--- config.mk ---
export PLATFORM = sky130hd
export DESIGN_NAME = factorial_prime_exponents
export DESIGN_NICKNAME = d
export VERILOG_FILES = /design/src/hw/rtl/fpe_pkg.sv /design/src/hw/rtl/fpe_div.sv /design/src/hw/rtl/factorial_prime_exponents.sv
export SDC_FILE = /design/constraint.sdc
export NUM_CORES = 1
export LEC_CHECK = 0
export ABC_CLOCK_PERIOD_IN_PS = 6850
export BUFFER_PORTS_ARGS = -buffer_cell sky130_fd_sc_hd__clkbuf_2
export CORE_MARGIN = 2
export CORE_UTILIZATION = 40
export DETAILED_ROUTE_END_ITERATION = 8
export GPL_ROUTABILITY_DRIVEN = 0
export PLACE_DENSITY = 0.68
export SLEW_MARGIN = 20
export SYNTH_ARGS = -nofsm -noshare
export SYNTH_HDL_FRONTEND = slang
export SYNTH_SLANG_ARGS = --single-unit
--- constraint.sdc ---
create_clock -name aclk -period 6.85 [get_ports aclk]
set_input_delay 0.3425 -clock aclk [delete_from_list [all_inputs] [get_ports aclk]]
set_output_delay 0.3425 -clock aclk [all_outputs]
set_load 0.05 [all_outputs]
--- src/hw/rtl/fpe_pkg.sv ---
package fpe_pkg;

    localparam int unsigned VAL_W     = 8;
    localparam int unsigned MAX_N_DEF = 255;
    localparam int unsigned CNT_W     = $clog2(VAL_W);

    typedef struct packed {
        logic busy;
        logic done;
    } div_sts_t;

    // primes below 256
    function automatic logic is_prime(input logic [VAL_W-1:0] v);
        logic r;
        unique case (v)
            8'd2, 8'd3, 8'd5, 8'd7, 8'd11, 8'd13, 8'd17, 8'd19, 8'd23, 8'd29,
            8'd31, 8'd37, 8'd41, 8'd43, 8'd47, 8'd53, 8'd59, 8'd61, 8'd67,
            8'd71, 8'd73, 8'd79, 8'd83, 8'd89, 8'd97, 8'd101, 8'd103, 8'd107,
            8'd109, 8'd113, 8'd127, 8'd131, 8'd137, 8'd139, 8'd149, 8'd151,
            8'd157, 8'd163, 8'd167, 8'd173, 8'd179, 8'd181, 8'd191, 8'd193,
            8'd197, 8'd199, 8'd211, 8'd223, 8'd227, 8'd229, 8'd233, 8'd239,
            8'd241, 8'd251: r = 1'b1;
            default:        r = 1'b0;
        endcase
        return r;
    endfunction

endpackage

--- src/hw/rtl/fpe_div.sv ---
module fpe_div (
    input  logic                          aclk,
    input  logic                          aresetn,
    input  logic                          start,
    input  logic [fpe_pkg::VAL_W-1:0]     dividend,
    input  logic [fpe_pkg::VAL_W-1:0]     divisor,
    output logic [fpe_pkg::VAL_W-1:0]     quotient,
    output fpe_pkg::div_sts_t             sts
);

    logic [fpe_pkg::VAL_W-1:0] rem_reg, rem_next;
    logic [fpe_pkg::VAL_W-1:0] quot_reg, quot_next;
    logic [fpe_pkg::VAL_W-1:0] dsr_reg, dsr_next;
    logic [fpe_pkg::CNT_W-1:0] cnt_reg, cnt_next;
    logic                      busy_reg, busy_next;
    logic                      done_reg, done_next;

    logic [fpe_pkg::VAL_W:0]   rem_sh;
    logic [fpe_pkg::VAL_W:0]   diff;
    logic                      ge;

    // restoring division, one quotient bit per cycle
    assign rem_sh = {rem_reg, quot_reg[fpe_pkg::VAL_W-1]};
    assign ge     = rem_sh >= {1'b0, dsr_reg};
    assign diff   = rem_sh - {1'b0, dsr_reg};

    always_comb begin
        rem_next  = rem_reg;
        quot_next = quot_reg;
        dsr_next  = dsr_reg;
        cnt_next  = cnt_reg;
        busy_next = busy_reg;
        done_next = 1'b0;
        if (start) begin
            rem_next  = '0;
            quot_next = dividend;
            dsr_next  = divisor;
            cnt_next  = '0;
            busy_next = 1'b1;
        end else if (busy_reg) begin
            rem_next  = ge ? diff[fpe_pkg::VAL_W-1:0] : rem_sh[fpe_pkg::VAL_W-1:0];
            quot_next = {quot_reg[fpe_pkg::VAL_W-2:0], ge};
            cnt_next  = cnt_reg + 1'b1;
            if (cnt_reg == fpe_pkg::CNT_W'(fpe_pkg::VAL_W - 1)) begin
                busy_next = 1'b0;
                done_next = 1'b1;
            end
        end
    end

    always_ff @(posedge aclk) begin
        rem_reg  <= rem_next;
        quot_reg <= quot_next;
        dsr_reg  <= dsr_next;
        cnt_reg  <= cnt_next;
        if (!aresetn) begin
            busy_reg <= 1'b0;
            done_reg <= 1'b0;
        end else begin
            busy_reg <= busy_next;
            done_reg <= done_next;
        end
    end

    assign quotient = quot_reg;
    assign sts.busy = busy_reg;
    assign sts.done = done_reg;

endmodule

--- src/hw/rtl/factorial_prime_exponents.sv ---
// channel  dir  tdata                             tlast
// s_       in   n[7:0]                            -
// m_       out  prime[7:0], exponent[15:8]        last prime not above n
//
// an n below 2 is taken with no output word; otherwise the block walks down from n to
// the largest prime, steps up through every value up to that prime, and per prime runs
// a pass (compare, 8 divider steps, result) for each power of p not above n, then one
// closing compare and the output word
// s_tready is high only while idle; a stalled m_ word holds until taken
// synchronous active-low reset returns to idle with no result pending
module factorial_prime_exponents #(
    parameter int unsigned MAX_N = fpe_pkg::MAX_N_DEF
) (
    input  logic                        aclk,
    input  logic                        aresetn,
    input  logic                        s_tvalid,
    output logic                        s_tready,
    input  logic [fpe_pkg::VAL_W-1:0]   s_tdata,   // n[7:0]
    output logic                        m_tvalid,
    input  logic                        m_tready,
    output logic [2*fpe_pkg::VAL_W-1:0] m_tdata,   // prime[7:0], exponent[15:8]
    output logic                        m_tlast
);

    typedef enum logic [5:0] {
        ST_IDLE  = 6'b000001,
        ST_TOP   = 6'b000010,
        ST_SCAN  = 6'b000100,
        ST_CHECK = 6'b001000,
        ST_DIV   = 6'b010000,
        ST_OUT   = 6'b100000
    } state_t;

    state_t                    state_reg, state_next;
    logic [fpe_pkg::VAL_W-1:0] n_reg, n_next;
    logic [fpe_pkg::VAL_W-1:0] p_reg, p_next;
    logic [fpe_pkg::VAL_W-1:0] top_reg, top_next;
    logic [fpe_pkg::VAL_W-1:0] q_reg, q_next;
    logic [fpe_pkg::VAL_W-1:0] e_reg, e_next;

    logic [fpe_pkg::VAL_W-1:0] n_sat;
    logic [fpe_pkg::VAL_W:0]   e_sum;
    logic                      div_start;
    logic [fpe_pkg::VAL_W-1:0] div_q;
    fpe_pkg::div_sts_t         div_sts;

    assign n_sat = (32'(s_tdata) > MAX_N) ? fpe_pkg::VAL_W'(MAX_N) : s_tdata;
    assign e_sum = {1'b0, e_reg} + {1'b0, div_q};

    fpe_div u_div (
        .aclk     (aclk),
        .aresetn  (aresetn),
        .start    (div_start),
        .dividend (q_reg),
        .divisor  (p_reg),
        .quotient (div_q),
        .sts      (div_sts)
    );

    always_comb begin
        state_next = state_reg;
        n_next     = n_reg;
        p_next     = p_reg;
        top_next   = top_reg;
        q_next     = q_reg;
        e_next     = e_reg;
        div_start  = 1'b0;
        unique case (state_reg)
            ST_IDLE: begin
                if (s_tvalid) begin
                    n_next = n_sat;
                    p_next = n_sat;
                    if (n_sat >= fpe_pkg::VAL_W'(2)) begin
                        state_next = ST_TOP;
                    end
                end
            end
            // walk down from n to the largest prime
            ST_TOP: begin
                if (fpe_pkg::is_prime(p_reg)) begin
                    top_next   = p_reg;
                    p_next     = fpe_pkg::VAL_W'(2);
                    state_next = ST_SCAN;
                end else begin
                    p_next = p_reg - 1'b1;
                end
            end
            ST_SCAN: begin
                if (fpe_pkg::is_prime(p_reg)) begin
                    q_next     = n_reg;
                    e_next     = '0;
                    state_next = ST_CHECK;
                end else begin
                    p_next = p_reg + 1'b1;
                end
            end
            // legendre: q = q / p while q >= p, summing the quotients
            ST_CHECK: begin
                if (q_reg >= p_reg) begin
                    div_start  = 1'b1;
                    state_next = ST_DIV;
                end else begin
                    state_next = ST_OUT;
                end
            end
            ST_DIV: begin
                if (div_sts.done) begin
                    q_next     = div_q;
                    e_next     = e_sum[fpe_pkg::VAL_W] ? '1 : e_sum[fpe_pkg::VAL_W-1:0];
                    state_next = ST_CHECK;
                end
            end
            ST_OUT: begin
                if (m_tready) begin
                    if (p_reg == top_reg) begin
                        state_next = ST_IDLE;
                    end else begin
                        p_next     = p_reg + 1'b1;
                        state_next = ST_SCAN;
                    end
                end
            end
            default: state_next = ST_IDLE;
        endcase
    end

    always_ff @(posedge aclk) begin
        n_reg   <= n_next;
        p_reg   <= p_next;
        top_reg <= top_next;
        q_reg   <= q_next;
        e_reg   <= e_next;
        if (!aresetn) begin
            state_reg <= ST_IDLE;
        end else begin
            state_reg <= state_next;
        end
    end

    assign s_tready = (state_reg == ST_IDLE);
    assign m_tvalid = (state_reg == ST_OUT);
    assign m_tdata  = {e_reg, p_reg};
    assign m_tlast  = (p_reg == top_reg);

`ifndef SYNTH
    a_no_overlap: assert property (@(posedge aclk) disable iff (!aresetn)
        m_tvalid |-> !s_tready)
        else $error("result word shown while input is taken");

    a_word_prime: assert property (@(posedge aclk) disable iff (!aresetn)
        m_tvalid |-> fpe_pkg::is_prime(m_tdata[fpe_pkg::VAL_W-1:0]))
        else $error("result word carries a non-prime");

    a_div_in_state: assert property (@(posedge aclk) disable iff (!aresetn)
        div_sts.busy |-> (state_reg == ST_DIV))
        else $error("divider busy outside divide state");

    a_last_ends_run: assert property (@(posedge aclk) disable iff (!aresetn)
        (m_tvalid && m_tready && m_tlast) |=> s_tready)
        else $error("run did not end after last word");

    a_exp_nonzero: assert property (@(posedge aclk) disable iff (!aresetn)
        m_tvalid |-> (m_tdata[2*fpe_pkg::VAL_W-1:fpe_pkg::VAL_W] != '0))
        else $error("prime not above n reported with zero exponent");
`endif

endmodule

* After elaboration in Yosys (flattened, before gate mapping) *
Memory sizes are Yosys's and may differ from the RTL's. A register that Yosys moved wholly into a read port is not among the register bits.
Cells that the tools add are included.

word-level totals
  output and inout port bits = 19
  logic and storage cells = 84
  bits in read-only memories = 512
  latch bits = 0
  bits of input ports = 12
  RAM bits = 0
  bits in registers = 75
  memories kept = 2

operators by class
  multipliers = 0
  mux-type cells = 35
  divide/modulo/power cells = 0
  magnitude comparators = 3
  equality and inequality tests = 16
  reductions and logical operators = 9
  bitwise gates (word level) = 2
  shift operators = 0
  add/subtract/negate cells = 5

memories
  name             depth  width  read ports  clocked after Yosys merged registers in  wr ports  RTL line       RTL
  (no name shown)  256    1      1           1                                        0         fpe_pkg.sv:15  unique case (v)
  (no name shown)  256    1      1           1                                        0         fpe_pkg.sv:15

operators with widths
  cell                                                               number
  2-to-1 mux 8 bit                                                   15
  2-to-1 mux 6 bit                                                   7
  one-hot mux 6 bit (6 select lines)                                 1
  one-hot mux 8 bit (2 select lines)                                 2
  one-hot mux 8 bit (4 select lines)                                 1
  != test 2 bit, second input constant                               5
  adder 8 x 8 -> 9 bit                                               1
  greater-or-equal comparator 9 x 8 -> 1 bit                         1
  adder 8 x 1 -> 8 bit, second input constant                        1
  == test 8 bit                                                      1
  greater-or-equal comparator 8 x 2 -> 1 bit, second input constant  1
  greater-or-equal comparator 8 bit                                  1
  2-to-1 mux 1 bit                                                   8
  subtractor 8 x 1 -> 8 bit, second input constant                   1
  subtractor 8 bit                                                   1
  == test 6 x 1 -> 1 bit, second input constant                      1
  == test 6 x 2 -> 1 bit, second input constant                      1
  == test 6 x 3 -> 1 bit, second input constant                      1
  == test 6 x 4 -> 1 bit, second input constant                      1
  == test 6 x 5 -> 1 bit, second input constant                      1
  == test 6 bit, second input constant                               1
  != test 2 x 1 -> 1 bit, second input constant                      3
  AND reduction 6 bit                                                1
  AND reduction 5 bit                                                1
  other kinds (9)                                                    12

* Longest topological paths before layout *
  word-level depth = 5
  gate-level depth with buffers = 14
  mapped depth without buffers = 12

* Modules after synthesis *
Synthesis repeated with hierarchy kept, for this count alone.

unflattened totals
  cell total of the unflattened synthesis = 530
  area total of the unflattened synthesis = 5,247.5 µm²

modules (own cells, without submodules)
  module                     sequential area each (µm²)  instances  cells an instance  area each (µm²)
  factorial_prime_exponents  1,341.3                     1          380                3,629.7
  fpe_div                    740.7                       1          150                1,617.8

* Worst setup path before layout *
No wires, ideal clock.

  path type = flip-flop to flip-flop
  start point = register p_reg[1] in the netlist's numbering
  end point = register u_div.quot_reg (netlist bit u_div.quotient[0]), enable pin
  arrival = 3.241 ns
  path slack = 3.339 ns
  stages on the path, launching flop included = 14
  required time = 6.579 ns
  setup time = 0.271 ns
  buffers on the path = 2
  clock period less this slack = 3.511 ns
  cell sequence = edfxtp_1 -> clkbuf_1 -> inv_1 -> ha_1 -> a21o_1 -> a21o_1 -> a21o_1 -> a21o_1 -> a21o_1 -> a21o_1 -> a21oi_1 -> nor2_1 -> clkbuf_1 -> or2_2

between the ends
  word-level cells in the longest chain between the ends = 4

RTL lines
  item                                 RTL line                          RTL
  start: declaration                   factorial_prime_exponents.sv:36   logic [fpe_pkg::VAL_W-1:0] p_reg, p_next;
  start signal: assignment             factorial_prime_exponents.sv:129  p_reg <= p_next;
  greater-or-equal comparator 8 bit    factorial_prime_exponents.sv:99   if (q_reg >= p_reg) begin
  2-to-1 mux 1 bit                     factorial_prime_exponents.sv:99
  2-to-1 mux 1 bit                     factorial_prime_exponents.sv:68   unique case (state_reg)
  nonzero test 2 bit (no source line)  -
  end signal: assignment               fpe_div.sv:53                     quot_reg <= quot_next;
  end: declaration                     fpe_div.sv:12                     logic [fpe_pkg::VAL_W-1:0] quot_reg, quot_next;

Every way passes these cells.
A chain may end at the register's enable or synchronous reset.

==> metrics.md <==
| Metric | Value |
|---|---|
| Top_reg_cell synth | edfxtp_1 |
| Hpwl dp | between 8000 and 9000 um |
| Unrepaired setup endpoints after global routing | no |
| Final Cycle Share | a little over half |
| Synth top area cells | edfxtp_1 (34%), dfxtp_1 (8.1%), ha_1 (7.1%) |
| Initial antenna violation count | 0 |
| Setup bufs post-CTS | 0 |
| Final hold viol count | 0 |
| Yosys warning count | 0 |
| Clock root cell | clkbuf_16 |
| Area growth syn-to-layout | 10.31% |
| Static leakage | about 2.1 nW |
| Worst-path cell chain | xnor2_1 > nand4_1 > o21ai_0 > a2111oi_4 > buf_4 > mux2i_1 > nor2_1 > a221oi_1 > o21ai_1 > a211oi_1 > o311ai_2 |
| Worst EP arrival | approximately 3.8 ns |
| Status | finished, final reports clean |
| Cell Area, Synth | 4917 um2 |
| Total gr overflow | 0 |
| Vias/cell | between 5 and 6 |
| Maxcap violations | 0 |
| Post-route ant nets | 0 |
| Largest area contributor in the synthesized netlist | edfxtp_1 |
| Fmax achieved | between 200 and 300 MHz |
| Mapped Nets | about 530 |
| DRT Wirelength | about 11000 um |
| Slew @ Worst Pin | about 0.89 ns |
| Post-synthesis sequential area ratio | roughly 42% |
| Min cycle time layout | approximately 3.6 ns |
| Worst-path clk slew | 0.06 ns |
| First-pass DRT Iterations | 5 |
| Nets | about 550 |
| Crit path capture type | register |
| Maximum buffer depth of the clock tree | 2 |
| Total number of vias | around 3800 |
| I/O pin count | 31 |
| Die Span Y | approximately 110 um |
| # hold bufs at CTS | 0 |
| CTS tree | done |
| Worst path max stage delay | 0.81 ns |
| Final setup TNS | 0 ns |
| Synth unique cells | 63 |
| Placed Cells | 642 |
| Total CTS buffers | 9 |
| Initial DRC count | about 270 |
| #FFs+latches synth | 76 |
| Data required time of the worst path | about 7 ns |
| DRC | 0 |
| Final setup violation count | 0 |
| PD cells | between 400 and 500 nW/um2 |
| Share of cells above drive strength 1 | between 10% and 20% |
| Number of clock sinks | 76 |
| Resize count post-CTS | 0 |
| Syn Inst Count | 489 |
| Skew-Pair Late Insertion Delay | between 0.3 and 0.4 ns |
| Std cell rows | 40 |
| Slowest cell on crit path | edfxtp_1 |
| Post-synth top area share | approximately 34% |
| Initial Util | 40.94% |
| Flop2flop setup slack | 3.24 ns |
| Fin area | 5424 um2 |
| Asr flop ratio synth | 0% |
| Critical Path Fanout Max | 40 |
| Syn avg cell area | 10.06 um2 |
| Die Area | between 10000 and 15000 um2 |
| Placement Cell Area | just over 5000 um2 |
| Critical path class | register to register |
| Final Max Tran Viols | 0 |
| H-tree depth | 3 |
| GRT Total Usage | between 15 and 20% |
| Routed WL per cell | ~17 um |
| Final Non-Filler Cells | 658 |
| Vias in the first global route | 3500 |
| HP Class | input port to register |
| First-pass GRT wire length | between 15000 and 20000 um |
| Critical path launch point type | register |
| Worst hold margin | roughly 0.23 ns |
| Largest net degree at the start of global routing | 41 |
| Skew final | about 0.0056 ns |
| Antenna cell count | 0 |
| Core area | approximately 12000 um2 |
| Peak supply drop | roughly 0.27 mV |
| Port bufs | 30 |
| Relative slew margins | approximately two fifths |
| Fillers | 1142 |
| Post-synth EDFFs | 56 |
| Die Wd | ~110 um |
-- final cells by class --
type | instances | area (um2) | share of cell area, %
multi-input combinational | 351 | 2561 | 47.22
sequential | 76 | 2082 | 38.39
clock buffer | 9 | 225.2 | 4.152
tap | 147 | 183.9 | 3.391
timing repair buffer | 33 | 172.7 | 3.183
inverter | 35 | 131.4 | 2.422
clock inverter | 7 | 67.56 | 1.246
-- cell usage in the layout, fill, tap and decap left out, types with 3 or more instances in the layout --
cell type	instances
a211oi_1	8
a21boi_0	3
a21o_1	14
a21oi_1	28
a221oi_1	3
a31oi_1	4
and2_1	4
and3_1	3
buf_4	3
clkbuf_16	9
clkbuf_2	30
clkinv_1	3
dfxtp_1	20
edfxtp_1	56
ha_1	28
inv_1	33
mux2_2	18
mux2i_1	14
nand2_1	18
nand2b_1	6
nand3_1	8
nand4_1	8
nor2_1	41
nor2b_1	13
nor3_1	12
o211ai_1	6
o21a_1	6
o21ai_0	22
o21ai_1	4
o22ai_1	3
o31ai_1	3
or2_2	3
or3_1	3
or4_1	3
xnor2_1	27
xor2_1	5
-- cells in the mapped netlist, types with 3 or more instances --
library cell  number
a211oi_1           8
a21boi_0           3
a21o_1            14
a21oi_1           28
a221oi_1           3
a31oi_1            4
and2_1             4
and3_1             3
buf_2              8
buf_6              4
clkbuf_1          14
dfxtp_1           20
edfxtp_1          56
ha_1              28
inv_1             33
mux2_2            18
mux2i_1           14
nand2_1           18
nand2b_1           6
nand3_1            8
nand4_1            8
nor2_1            42
nor2b_1           13
nor3_1            12
o211ai_1           6
o21a_1             6
o21ai_0           23
o21ai_1            3
o22ai_1            3
o31ai_1            3
or2_2              3
or3_1              3
or4_1              3
xnor2_1           27
xor2_1             5
-- stage by stage --
step | total power, mW | setup slack (ns) | utilization [%]
4_1_cts | 2.265 | 3.255 | 45.16
2_1_floorplan | 1.579 | 3.339 | -
6_report | 2.260 | 3.242 | 45.16
3_3_place_gp | 1.781 | 3.289 | 42.72
5_1_grt | 2.398 | 2.965 | 45.16
3_5_place_dp | 1.787 | 3.290 | 42.72
-- cell families (layout without fill, tap and decap cells) --
family / Yosys count / after routing / share of synthesized area [%]
adders and majority gates: 30 / 30 / 7.939
AOI/OAI and AO/OA: 118 / 118 / 16.18
xor gates and xnor gates: 32 / 32 / 5.700
buffers and inverters: 62 / 84 / 5.623
DFF: 76 / 76 / 42.34
and+or+nand+nor: 137 / 137 / 14.48
muxes: 34 / 34 / 7.735
-- metal layers --
metal | vias up | share of wire (%) | global-route usage [%]
met3 | 22 | 4.7 | 4.006
met5 | - | 0 | 0
met1 | 1793 | 44 | 22.66
met2 | 127 | 48 | 29.53
met4 | 0 | 2.6 | 6.506
li1 | 1823 | - | -
-- power by group --
part	total (mW)	switching (mW)	internal [mW]
clock	0.465	0.185	0.280
combinational	1.05	0.638	0.408
sequential	0.749	0.151	0.598
-- worst max-delay path: cells and delay by family (launching register included) --
kind | cells | cell delay, ns
flops | 1 | 0.81
xor+xnor | 1 | 0.15
buf+inv | 1 | 0.46
simple gates | 2 | 0.28
mux | 1 | 0.48
compound gates | 6 | 1.29
-- worst paths after layout --
kind | startpoint | to | depth (start not counted)
min | s_tdata[0] | n_reg[0]$_DFFE_PP_ | 1
min reg2reg | u_div.rem_reg[6]$_SDFFE_PP0P_ | u_div.rem_reg[6]$_SDFFE_PP0P_ | 2
max | p_reg[2]$_DFFE_PN_ | register | 11
max reg2reg | p_reg[2]$_DFFE_PN_ | register | 11
No activity file was read; power rests on OpenSTA's default activity.
